**config.mk**
```make
export PLATFORM = sky130hd
export DESIGN_NAME = turtle_grid_plotter_flat
export DESIGN_NICKNAME = d
export VERILOG_FILES = /design/src/rtl/tgp_pkg.sv /design/src/rtl/tgp_intf.sv /design/src/rtl/tgp_step_unit.sv /design/src/rtl/tgp_grid_mem.sv /design/src/rtl/turtle_grid_plotter.sv /design/src/flat_wrapper.sv
export VERILOG_INCLUDE_DIRS = /design/src /design/src/rtl
export SDC_FILE = /design/constraint.sdc
export NUM_CORES = 2
export LEC_CHECK = 0
export BUFFER_PORTS_ARGS = -buffer_cell sky130_fd_sc_hd__clkbuf_2
export CAP_MARGIN = 5
export CORE_UTILIZATION = 43
export CTS_CLUSTER_DIAMETER = 150
export DETAILED_ROUTE_END_ITERATION = 16
export SLEW_MARGIN = 10
export SYNTH_ARGS = -nofsm -noshare
export SYNTH_HDL_FRONTEND = slang
export SYNTH_SLANG_ARGS = --single-unit
```
**constraint.sdc**
```tcl
create_clock -name clk -period 20.4 [get_ports clk]
set_input_delay 1.02 -clock clk [delete_from_list [all_inputs] [get_ports clk]]
set_output_delay 1.02 -clock clk [all_outputs]
set_load 0.01 [all_outputs]
```
**src/rtl/assert_macros.svh**
```systemverilog
// Assertion helpers shared by the RTL. Define NO_ASSERTIONS to compile them out.
`ifndef ASSERT_MACROS_SVH
`define ASSERT_MACROS_SVH

`ifndef NO_ASSERTIONS

`define TGP_ASSERT(lbl, clk, rst_n, prop, msg) \
    lbl: assert property (@(posedge clk) disable iff (!rst_n) (prop)) else $error(msg);

`define TGP_ASSERT_NEXT(lbl, clk, rst_n, ante, cons, msg) \
    lbl: assert property (@(posedge clk) disable iff (!rst_n) (ante) |=> (cons)) \
        else $error(msg);

`else

`define TGP_ASSERT(lbl, clk, rst_n, prop, msg)

`define TGP_ASSERT_NEXT(lbl, clk, rst_n, ante, cons, msg)

`endif

`endif

```
**src/rtl/tgp_pkg.sv**
```systemverilog
package tgp_pkg;

    localparam int GRID_SIZE    = 32;
    localparam int MAX_RESULTS  = 32;
    localparam int NUM_HEADINGS = 4;
    localparam int COORD_W      = $clog2(GRID_SIZE);
    localparam int COUNT_W      = $clog2(MAX_RESULTS);

    typedef logic [COORD_W-1:0]   coord_t;
    typedef logic [GRID_SIZE-1:0] row_t;
    typedef logic [COUNT_W-1:0]   count_t;

    localparam coord_t EDGE_COORD = coord_t'(GRID_SIZE - 1);
    localparam count_t LAST_COUNT = count_t'(MAX_RESULTS - 1);

    typedef enum logic [2:0] {
        K_PEN_UP     = 3'd0,
        K_PEN_DOWN   = 3'd1,
        K_TURN_RIGHT = 3'd2,
        K_TURN_LEFT  = 3'd3,
        K_FORWARD    = 3'd4,
        K_CLEAR      = 3'd5,
        K_READ_ROW   = 3'd6
    } kind_t;

    typedef enum logic [1:0] {
        H_EAST  = 2'd0,
        H_SOUTH = 2'd1,
        H_WEST  = 2'd2,
        H_NORTH = 2'd3
    } heading_t;

    typedef enum logic [1:0] {
        S_IDLE,
        S_READ,
        S_EMIT
    } state_t;

    typedef enum logic [1:0] {
        OP_ADVANCE,
        OP_TURN_RIGHT,
        OP_TURN_LEFT
    } step_op_t;

    typedef struct packed {
        coord_t   x;
        coord_t   y;
        heading_t dir;
    } pose_t;

    typedef struct packed {
        logic   clear;
        logic   rd_en;
        coord_t rd_addr;
        logic   wr_en;
        coord_t wr_addr;
        row_t   wr_data;
    } mem_req_t;

endpackage

```
**src/rtl/tgp_intf.sv**
```systemverilog
interface tgp_cmd_if;
    logic       valid;
    logic       ready;
    logic [2:0] kind;
    logic [7:0] step_count;
    logic [4:0] row_select;

    modport source (output valid, output kind, output step_count, output row_select,
                    input ready);
    modport sink   (input valid, input kind, input step_count, input row_select,
                    output ready);
endinterface

interface tgp_res_if;
    logic        valid;
    logic        ready;
    logic [4:0]  pos_x;
    logic [4:0]  pos_y;
    logic [1:0]  heading;
    logic        pen_down;
    logic [31:0] row_bits;
    logic        last;

    modport source (output valid, output pos_x, output pos_y, output heading,
                    output pen_down, output row_bits, output last, input ready);
    modport sink   (input valid, input pos_x, input pos_y, input heading,
                    input pen_down, input row_bits, input last, output ready);
endinterface

```
**src/rtl/tgp_step_unit.sv**
```systemverilog
module tgp_step_unit (
    input  tgp_pkg::pose_t    pose,
    input  tgp_pkg::step_op_t op,
    output tgp_pkg::pose_t    pose_next,
    output logic              blocked
);
    import tgp_pkg::*;

    always_comb
    begin
        pose_next = pose;
        blocked   = 1'b0;
        unique case (op)
            OP_ADVANCE:
            begin
                unique case (pose.dir)
                    H_EAST:
                    begin
                        blocked     = (pose.x == EDGE_COORD);
                        pose_next.x = pose.x + coord_t'(1);
                    end
                    H_SOUTH:
                    begin
                        blocked     = (pose.y == EDGE_COORD);
                        pose_next.y = pose.y + coord_t'(1);
                    end
                    H_WEST:
                    begin
                        blocked     = (pose.x == '0);
                        pose_next.x = pose.x - coord_t'(1);
                    end
                    H_NORTH:
                    begin
                        blocked     = (pose.y == '0);
                        pose_next.y = pose.y - coord_t'(1);
                    end
                    default:
                    begin
                        blocked = 1'b1;
                    end
                endcase
            end
            OP_TURN_RIGHT:
            begin
                pose_next.dir = heading_t'(2'(pose.dir + 2'd1));
            end
            OP_TURN_LEFT:
            begin
                pose_next.dir = heading_t'(2'(pose.dir + 2'(NUM_HEADINGS - 1)));
            end
            default:
            begin
                pose_next = pose;
            end
        endcase
    end

endmodule

```
**src/rtl/tgp_grid_mem.sv**
```systemverilog
module tgp_grid_mem (
    input  logic              clk,
    input  logic              rst_n,
    input  tgp_pkg::mem_req_t req,
    output tgp_pkg::row_t     rd_row
);
    import tgp_pkg::*;

    row_t                 mem [GRID_SIZE];
    logic [GRID_SIZE-1:0] row_valid_reg;
    logic [GRID_SIZE-1:0] row_valid_next;
    row_t                 rd_data_reg;
    logic                 rd_valid_reg;

    // A row that was never written since the last clear reads as all zero.
    always_comb
    begin
        row_valid_next = row_valid_reg;
        if (req.clear)
        begin
            row_valid_next = '0;
        end
        else if (req.wr_en)
        begin
            row_valid_next[req.wr_addr] = 1'b1;
        end
    end

    always_ff @(posedge clk or negedge rst_n)
    begin
        if (!rst_n)
        begin
            row_valid_reg <= '0;
            rd_valid_reg  <= 1'b0;
        end
        else
        begin
            row_valid_reg <= row_valid_next;
            if (req.rd_en)
            begin
                rd_valid_reg <= row_valid_reg[req.rd_addr];
            end
        end
    end

    always_ff @(posedge clk)
    begin
        if (req.wr_en)
        begin
            mem[req.wr_addr] <= req.wr_data;
        end
        if (req.rd_en)
        begin
            rd_data_reg <= mem[req.rd_addr];
        end
    end

    assign rd_row = rd_valid_reg ? rd_data_reg : '0;

endmodule

```
**src/rtl/turtle_grid_plotter.sv**
```systemverilog
// Channel  Dir  Beat payload
// cmd      in   kind, step_count, row_select
// res      out  pos_x, pos_y, heading, pen_down, row_bits, last
//
// Pen, turn and clear commands go straight to the emit step; read row first reads its row.
// Forward does a row read, then the mark and the result, for each visited cell (at most 32).
// Reset clears position, heading, pen and the per-row valid bits; the grid needs no sweep.
// A stalled result holds the sequencer in its emit step; cmd.ready is high only when idle.
`include "assert_macros.svh"

module turtle_grid_plotter (
    input  logic      clk,
    input  logic      rst_n,
    tgp_cmd_if.sink   cmd,
    tgp_res_if.source res
);
    import tgp_pkg::*;

    state_t     state_reg, state_next;
    logic [2:0] kind_reg, kind_next;
    logic [7:0] steps_reg, steps_next;
    coord_t     row_reg, row_next;
    logic       row_ok_reg, row_ok_next;
    pose_t      pose_reg, pose_next;
    logic       pen_reg, pen_next;
    count_t     cnt_reg, cnt_next;

    logic        res_valid_reg, res_valid_next;
    logic [4:0]  pos_x_reg, pos_y_reg;
    logic [1:0]  heading_reg;
    logic        pen_down_reg;
    logic [31:0] row_bits_reg;
    logic        last_reg;

    step_op_t step_op;
    pose_t    step_pose;
    logic     step_blocked;
    mem_req_t mem_req;
    row_t     rd_row;

    logic cmd_accept;
    logic slot_free;
    logic res_load;
    logic fwd_active;
    logic last_now;
    logic [31:0] bits_now;

    tgp_step_unit u_step (
        .pose      (pose_reg),
        .op        (step_op),
        .pose_next (step_pose),
        .blocked   (step_blocked)
    );

    tgp_grid_mem u_grid (
        .clk    (clk),
        .rst_n  (rst_n),
        .req    (mem_req),
        .rd_row (rd_row)
    );

    assign cmd.ready  = (state_reg == S_IDLE);
    assign cmd_accept = cmd.valid && cmd.ready;
    assign slot_free  = !res_valid_reg || res.ready;

    assign fwd_active = (kind_reg == K_FORWARD) && (steps_reg != 8'd0);
    assign last_now   = !fwd_active
                        || ((9'(cnt_reg) + 9'd1) >= 9'(steps_reg))
                        || (cnt_reg == LAST_COUNT)
                        || step_blocked;
    assign bits_now   = ((kind_reg == K_READ_ROW) && row_ok_reg) ? 32'(rd_row) : '0;

    always_comb
    begin
        state_next  = state_reg;
        kind_next   = kind_reg;
        steps_next  = steps_reg;
        row_next    = row_reg;
        row_ok_next = row_ok_reg;
        pose_next   = pose_reg;
        pen_next    = pen_reg;
        cnt_next    = cnt_reg;
        step_op     = OP_ADVANCE;
        res_load    = 1'b0;
        mem_req     = '0;

        unique case (state_reg)
            S_IDLE:
            begin
                if (cmd_accept)
                begin
                    kind_next   = cmd.kind;
                    steps_next  = cmd.step_count;
                    row_next    = coord_t'(cmd.row_select);
                    row_ok_next = (int'(cmd.row_select) < GRID_SIZE);
                    cnt_next    = '0;
                    state_next  = S_EMIT;
                    unique case (cmd.kind)
                        K_PEN_UP:
                        begin
                            pen_next = 1'b0;
                        end
                        K_PEN_DOWN:
                        begin
                            pen_next = 1'b1;
                        end
                        K_TURN_RIGHT:
                        begin
                            step_op   = OP_TURN_RIGHT;
                            pose_next = step_pose;
                        end
                        K_TURN_LEFT:
                        begin
                            step_op   = OP_TURN_LEFT;
                            pose_next = step_pose;
                        end
                        K_FORWARD, K_READ_ROW:
                        begin
                            state_next = S_READ;
                        end
                        K_CLEAR:
                        begin
                            mem_req.clear = 1'b1;
                        end
                        default:
                        begin
                            state_next = S_EMIT;
                        end
                    endcase
                end
            end
            S_READ:
            begin
                mem_req.rd_en   = 1'b1;
                mem_req.rd_addr = (kind_reg == K_READ_ROW) ? row_reg : pose_reg.y;
                state_next      = S_EMIT;
            end
            S_EMIT:
            begin
                if (slot_free)
                begin
                    res_load = 1'b1;
                    if (fwd_active && pen_reg)
                    begin
                        mem_req.wr_en   = 1'b1;
                        mem_req.wr_addr = pose_reg.y;
                        mem_req.wr_data = rd_row | (row_t'(1) << pose_reg.x);
                    end
                    if (last_now)
                    begin
                        state_next = S_IDLE;
                    end
                    else
                    begin
                        // Step to the next cell; its row is fetched before it is marked.
                        pose_next  = step_pose;
                        cnt_next   = cnt_reg + count_t'(1);
                        state_next = S_READ;
                    end
                end
            end
            default:
            begin
                state_next = S_IDLE;
            end
        endcase
    end

    always_comb
    begin
        if (res_load)
        begin
            res_valid_next = 1'b1;
        end
        else if (res.ready)
        begin
            res_valid_next = 1'b0;
        end
        else
        begin
            res_valid_next = res_valid_reg;
        end
    end

    always_ff @(posedge clk or negedge rst_n)
    begin
        if (!rst_n)
        begin
            state_reg     <= S_IDLE;
            pose_reg      <= '{x: '0, y: '0, dir: H_EAST};
            pen_reg       <= 1'b0;
            cnt_reg       <= '0;
            res_valid_reg <= 1'b0;
        end
        else
        begin
            state_reg     <= state_next;
            pose_reg      <= pose_next;
            pen_reg       <= pen_next;
            cnt_reg       <= cnt_next;
            res_valid_reg <= res_valid_next;
        end
    end

    always_ff @(posedge clk)
    begin
        kind_reg   <= kind_next;
        steps_reg  <= steps_next;
        row_reg    <= row_next;
        row_ok_reg <= row_ok_next;
        if (res_load)
        begin
            pos_x_reg    <= 5'(pose_reg.x);
            pos_y_reg    <= 5'(pose_reg.y);
            heading_reg  <= pose_reg.dir;
            pen_down_reg <= pen_reg;
            row_bits_reg <= bits_now;
            last_reg     <= last_now;
        end
    end

    assign res.valid    = res_valid_reg;
    assign res.pos_x    = pos_x_reg;
    assign res.pos_y    = pos_y_reg;
    assign res.heading  = heading_reg;
    assign res.pen_down = pen_down_reg;
    assign res.row_bits = row_bits_reg;
    assign res.last     = last_reg;

    `TGP_ASSERT_NEXT(a_accept_busy, clk, rst_n, cmd_accept, state_reg != S_IDLE, "accepted command left the sequencer idle")
    `TGP_ASSERT_NEXT(a_more_cells, clk, rst_n, res_load && !last_now, state_reg == S_READ, "non-final forward result did not fetch the next row")
    `TGP_ASSERT_NEXT(a_heading_hold, clk, rst_n, state_reg != S_IDLE, $stable(pose_reg.dir), "heading changed while a command was in progress")
    `TGP_ASSERT(a_mark_pen, clk, rst_n, !mem_req.wr_en || (pen_reg && kind_reg == K_FORWARD), "grid written outside a pen-down forward")
    `TGP_ASSERT(a_load_slot, clk, rst_n, !res_load || !res_valid_reg || res.ready, "result loaded over an unaccepted beat")

endmodule

```
**src/flat_wrapper.sv**
```systemverilog
// flat-port wrapper written by rule: the top's interface ports become plain ports
module turtle_grid_plotter_flat import tgp_pkg::*;
  (clk, rst_n, cmd_valid, cmd_kind, cmd_step_count, cmd_row_select, cmd_ready, res_valid, res_pos_x, res_pos_y, res_heading, res_pen_down, res_row_bits, res_last, res_ready);
  tgp_cmd_if cmd_i ();
  tgp_res_if res_i ();
  input  logic clk;
  input  logic rst_n;
  input wire logic [$bits(cmd_i.valid)-1:0] cmd_valid;
  input wire logic [$bits(cmd_i.kind)-1:0] cmd_kind;
  input wire logic [$bits(cmd_i.step_count)-1:0] cmd_step_count;
  input wire logic [$bits(cmd_i.row_select)-1:0] cmd_row_select;
  output wire logic [$bits(cmd_i.ready)-1:0] cmd_ready;
  output wire logic [$bits(res_i.valid)-1:0] res_valid;
  output wire logic [$bits(res_i.pos_x)-1:0] res_pos_x;
  output wire logic [$bits(res_i.pos_y)-1:0] res_pos_y;
  output wire logic [$bits(res_i.heading)-1:0] res_heading;
  output wire logic [$bits(res_i.pen_down)-1:0] res_pen_down;
  output wire logic [$bits(res_i.row_bits)-1:0] res_row_bits;
  output wire logic [$bits(res_i.last)-1:0] res_last;
  input wire logic [$bits(res_i.ready)-1:0] res_ready;
  assign cmd_i.valid = cmd_valid;
  assign cmd_i.kind = cmd_kind;
  assign cmd_i.step_count = cmd_step_count;
  assign cmd_i.row_select = cmd_row_select;
  assign cmd_ready = cmd_i.ready;
  assign res_valid = res_i.valid;
  assign res_pos_x = res_i.pos_x;
  assign res_pos_y = res_i.pos_y;
  assign res_heading = res_i.heading;
  assign res_pen_down = res_i.pen_down;
  assign res_row_bits = res_i.row_bits;
  assign res_last = res_i.last;
  assign res_i.ready = res_ready;
  turtle_grid_plotter u_core (.clk(clk), .rst_n(rst_n), .cmd(cmd_i), .res(res_i));
endmodule
```
Word level (Yosys, flattened, before mapping). Memory sizes are Yosys's and may differ from the RTL's. A register that Yosys moved wholly into a read port is not among the register bits. Cells that the tools add are included.

Mux-type cells: 45. Bitwise gates (word level): 2. $add $sub $neg: 8. Magnitude comparators: 4. Shift operators: 1. Equal/unequal tests: 22. Reductions and logical operators: 28.

Operators with widths (count): $mux W38 (3); $mux W32 (3); $or A32 B32 Y32 (2); $mux W12 (4); $shl A1 B5 Y32 const A (1); $pmux W5 S2 (3); $pmux W12 S2 (1); $mux W5 (4); $add A5 B1 Y5 const B (3); $eq A3 B3 Y1 const B (5); $eq A5 B5 Y1 const B (3); $mux W1 (13); $lt A5 B6 Y1 const B (2); $logic_not A5 Y1 (2); $mux W10 (1); $mux W2 (5); $sub A5 B1 Y5 const B (2); $ge A9 B8 Y1 (1); $eq A2 B2 Y1 const B (4); $pmux W2 S2 (2); $reduce_bool A2 Y1 (4); $reduce_bool A8 Y1 (1); $add A5 B1 Y6 const B (1); $eq A2 B1 Y1 const B (3); 23 further kinds (37).

Register bits after elaboration: 116. Output and inout port bits: 48. Memories kept: 1. Word-level logic and storage cells: 129. Bits of input ports: 20. Memory bits (writable): 1024.

Memory list: u_core.u_grid.mem (depth 32, bits a word 32, read ports 1, clocked after memory_dff 1, wr ports 1, line tgp_grid_mem.sv:9) `row_t mem [GRID_SIZE];`.

Depth between registers and ports, before layout.
Depth after elaboration: 13. Gate-level depth with buffers: 12. Gate-level depth less buffers: 11.

Cells and area by module. Synthesis repeated with hierarchy kept, for this count alone.

Cell total of the unflattened synthesis: 2095. Area, all modules: 45673.8 µm².

By module, submodules not included: tgp_grid_mem (cells an instance 1710, seq. area each 32536.2 µm², area each 41467.3 µm², instances 1); turtle_grid_plotter (cells an instance 322, seq. area each 2387.3 µm², area each 3762.4 µm², instances 1); tgp_step_unit (cells an instance 63, seq. area each 0.0 µm², area each 444.2 µm², instances 1).

Least setup slack after synthesis. OpenSTA, ideal clock, no wires.

Path kind: in2reg. Start point: in res_ready. End point: mem u_core.u_grid.mem[20][0] in the netlist's numbering, enable pin. Path buffers: 0. Slack: 13.341 ns. Cell stages on the path: 6. Setup time: 0.464 ns. Arrival: 6.595 ns. Data required time: 19.936 ns. Cell sequence: nand2b_1 nor2b_1 nand3_1 inv_1 nand4b_1 nor3_1.

Cells in the longest elaborated chain, start to end: 5.

RTL lines: from (decl) (line flat_wrapper.sv:20) `input wire logic [$bits(res_i.ready)-1:0] res_ready;`; $logic_or A1 B1 Y1 (*) (line turtle_grid_plotter.sv:64) `assign slot_free = !res_valid_reg || res.ready;`; $mux W38 (*) (line turtle_grid_plotter.sv:140) `if (slot_free)`; $mux W38 (*) (line turtle_grid_plotter.sv:87) `unique case (state_reg)`; $mux W1 (line tgp_grid_mem.sv:48) `if (req.wr_en)`; $mux W1 (not written as such) (line tgp_grid_mem.sv:50) `mem[req.wr_addr] <= req.wr_data;`; to (decl) (line tgp_grid_mem.sv:9).

Every way passes the cells marked *; elsewhere a longest branch is shown, timed or not.

Worst setup path after layout.
Start point: reg u_core.kind_reg[0]. End point: reg u_core.u_grid.rd_data_reg[31] (read register of u_core.u_grid.mem) (data pin).

Cells in the longest elaborated chain, start to end: 3.

RTL lines: from (decl) (line turtle_grid_plotter.sv:20) `logic [2:0] kind_reg, kind_next;`; from (signal assigned) (line turtle_grid_plotter.sv:207) `kind_reg <= kind_next;`; $eq A3 B3 Y1 (line turtle_grid_plotter.sv:135) `mem_req.rd_addr = (kind_reg == K_READ_ROW) ? row_reg : pose_reg.y;`; $mux W5 (line turtle_grid_plotter.sv:135); $mux W6 (line turtle_grid_plotter.sv:87); to (decl) (line tgp_grid_mem.sv:12) `row_t rd_data_reg;`.

Every way passes these cells. A chain may end at the register's enable or synchronous reset.

==> results.yml <==
synth:
  ys_top_cells_by_count: "edfxtp_1, nand2_1, nor2b_1"
  synth-compound-area-share: 0.1105
  syn-cell-area_um2: 46590
  synth.area.top_cells: "edfxtp_1, nand2_1, a211oi_1"
  ys_ff_latch: 1172
  synth_simple_gate_area_frac: 0.1046
  syn_avg_cell_area_um2: 14.17
  syn_inst: 3287
  async_reset_ff_frac: 0.04608
  synth.yosys.seq_area_share: 0.7496
  synth_xor_area_frac: 0.002820
  synth_edf_count: 1118
  yosysTopAreaCell: "edfxtp_1"
  synth_top_family_by_area: "compound AO/OA/AOI/OAI gates"
  yosysMostFrequentCell: "edfxtp_1"
  ys.flop_type: "edfxtp_1"
  synthMuxAreaShare: 0.003357
  synth_top_area_share: 0.7206
  synthAdderAreaFrac: 0.005156
  syn_nets: 3325
  yosysUniqueCellTypes: 63
  yosysWarnings: 0
clock_network:
  post_cts_resize_count: 0
  cts_setup_buffers: 0
  clkSinkCount: 1172
  clkTransAtPathRegs_ns: 0.06
  h-tree-depth: 3
  clock_latency_ns: 0.70
  cts_tree: "yes"
  postCtsHoldBufs: 0
  cts_root_buf: "clkbuf_16"
  cts_made_buffers: 115
  cts_buffer_depth: 3
pwr:
  powerDensity_nw_per_um2: 106.1
  leakagePower_nw: 18.51
  power.total_mw: 5.549
  peakVddDrop_uv: 70.56
layout:
  synthToLayoutAreaGrowth_pct: 12.30
  fillers: 9156
  top_register: "u_core.u_grid.mem"
  drive_above_1_share: 0.1135
  multi_input_area_um2: 11080
  layout.nets: 3369
  largest_reg_flops: 1024
  seqCellArea_um2: 34920
  post-route-cell-area_um2: 52320
floorplanning:
  fp.dieW_um: 331.2
  core_region_area_um2: 107200
  io_pins: 68
  rows: 120
  dieArea_um2: 109700
  dieHeight_um: 331.2
  start_util: 0.4346
worst_setup_path:
  reg2reg_depth: 11
  startpoint_type: "flip-flop"
  arrival_ns: 5.87
  reg2reg_from: "u_core.kind_reg[0]"
  path_max_fanout: 187
  crit_type: "reg -> reg"
  worstPathRequired_ns: 20.84
  end_kind: "flip-flop"
  worstReg2RegEnd: "u_core.u_grid.rd_data_reg[31]"
  rrSetupSlack_ns: 14.97
timing:
  fin_crit_sh: 0.2661
  clock.fmax_mhz: 184.2
  slew_headroom: 0.1291
  tns_ns: 0
  worst_pin_slew_ns: 1.306
  maxSlewViolCount: 0
  min_period_ns: 5.428
  setup_viol: 0
  grt_setup_unrepaired: "false"
  finalHoldViolations: 0
  fin_skew_ns: 0.02084
hold_path:
  hold_path.class: "in -> async"
grt:
  grt_usage: 0.2349
  grt_max_degree: 188
  grt_pass1_vias: 26590
  grt_remaining_overflow: 0
  antenna_found_initial: 1
  grt_pass1_wl_um: 185000
detailed_routing:
  vias: 28570
  drc_errors: 0
  vias_per_cell: 5.926
  drtIter0Drc: 3620
  wl_per_cell_um: 26.98
  dr.pass1.iters: 7
  routed_wl_um: 130100
  ant_nets: 0
outcome:
  status: "finished clean"
placed_design:
  dpl.hpwl_um: 64420
  place_area_um2: 48770
  io_buffers: 67
  gp_congestion: 0.8308
job:
  maxCapViolations: 0
how the worst max path moves through the flow:
stage,startpoint,endpoint,slack [ns]
final,u_core.kind_reg[0],u_core.u_grid.rd_data_reg[31],14.97
after global routing,u_core.kind_reg[0],u_core.u_grid.rd_data_reg[0],14.68
after CTS,u_core.kind_reg[0],u_core.u_grid.rd_data_reg[31],15.12
after detailed placement,u_core.kind_reg[0],u_core.u_grid.rd_data_reg[31],15.11
after global placement,u_core.kind_reg[0],u_core.u_grid.rd_data_reg[0],15.18
after floorplan,res_ready,u_core.u_grid.mem[20][0],13.34
routing by layer:
| metal | GRT usage | vias to the layer above | share of wire |
|---|---|---|---|
| li1 | - | 12590 | - |
| met3 | 0.03583 | 209 | 0.080 |
| met2 | 0.3696 | 1248 | 0.47 |
| met1 | 0.3362 | 14520 | 0.43 |
| met4 | 0.07419 | 0 | 0.027 |
| met5 | 0 | - | 0 |
report_power, final:
group	internal, mW	switching [mW]	total, mW
Clock	1.11	0.883	1.99
Sequential	2.71	0.0863	2.80
Combinational	0.219	0.545	0.763
Total	4.03	1.51	5.55
cell families after synthesis:
group           Yosys count
compound gates          766
fa+ha+maj                18
buf+inv                 247
mux                      12
xor+xnor                 15
simple gates           1057
flops                  1172
layout make-up:
type                       instances  area share
clock buffer                     140     0.05759
sequential                      1172      0.6675
inverter                          25    0.001794
multi-input combinational       1868      0.2118
clock inverter                    64    0.008609
timing repair buffer             149     0.01913
antenna                            1  0.00004783
tap                             1403     0.03355
critical path, stage by stage (launching register included):
cell and delay [ns]:
edfxtp_1 0.40, and3b_4 0.47, mux2i_4 0.27, buf_4 0.69
buf_4 0.81, buf_12 0.53, buf_4 0.80, nor2b_1 0.11
a211oi_1 0.28, a31oi_1 0.09, o22ai_1 0.24, nor4_1 0.07
cell usage in the layout, fill, tap and decap left out, types with 4 or more instances in the layout:
cell type  instances
clkinv_2          21
nand2_1          609
a21oi_2           19
nor2b_1          260
nand2_2            5
nand4_1            4
nand3_1           20
a21o_1             5
a21oi_1           15
nor3_1             7
o22ai_1          130
xor2_1             7
a21oi_4           16
nor2_4            29
nand3b_1           5
clkbuf_1          22
ha_1              16
mux2i_1            4
inv_1             24
xnor2_1            8
and3_1             6
a31oi_1          257
a211oi_1         258
dfrtp_1           54
clkbuf_2          67
bufinv_16          5
nor2_1            52
o21a_1            32
clkbuf_16        116
clkinv_1          31
o21ai_0           14
nand2b_1           5
nor4_1            33
inv_6              4
edfxtp_1        1118
buf_4             78
buf_12             4
metrics by stage:
stage	hold slack, ns	util	setup slack [ns]	instances
3_5_place_dp	0.4795	0.4549	15.11	4617
6_report	0.4823	0.4880	14.97	4822
5_1_grt	0.4864	0.4880	14.68	4821
3_3_place_gp	0.4658	0.4547	15.18	4617
2_1_floorplan	0.4196	-	13.34	3287
4_1_cts	0.4700	0.4872	15.12	4821
Power figures use the tool's default switching activity.
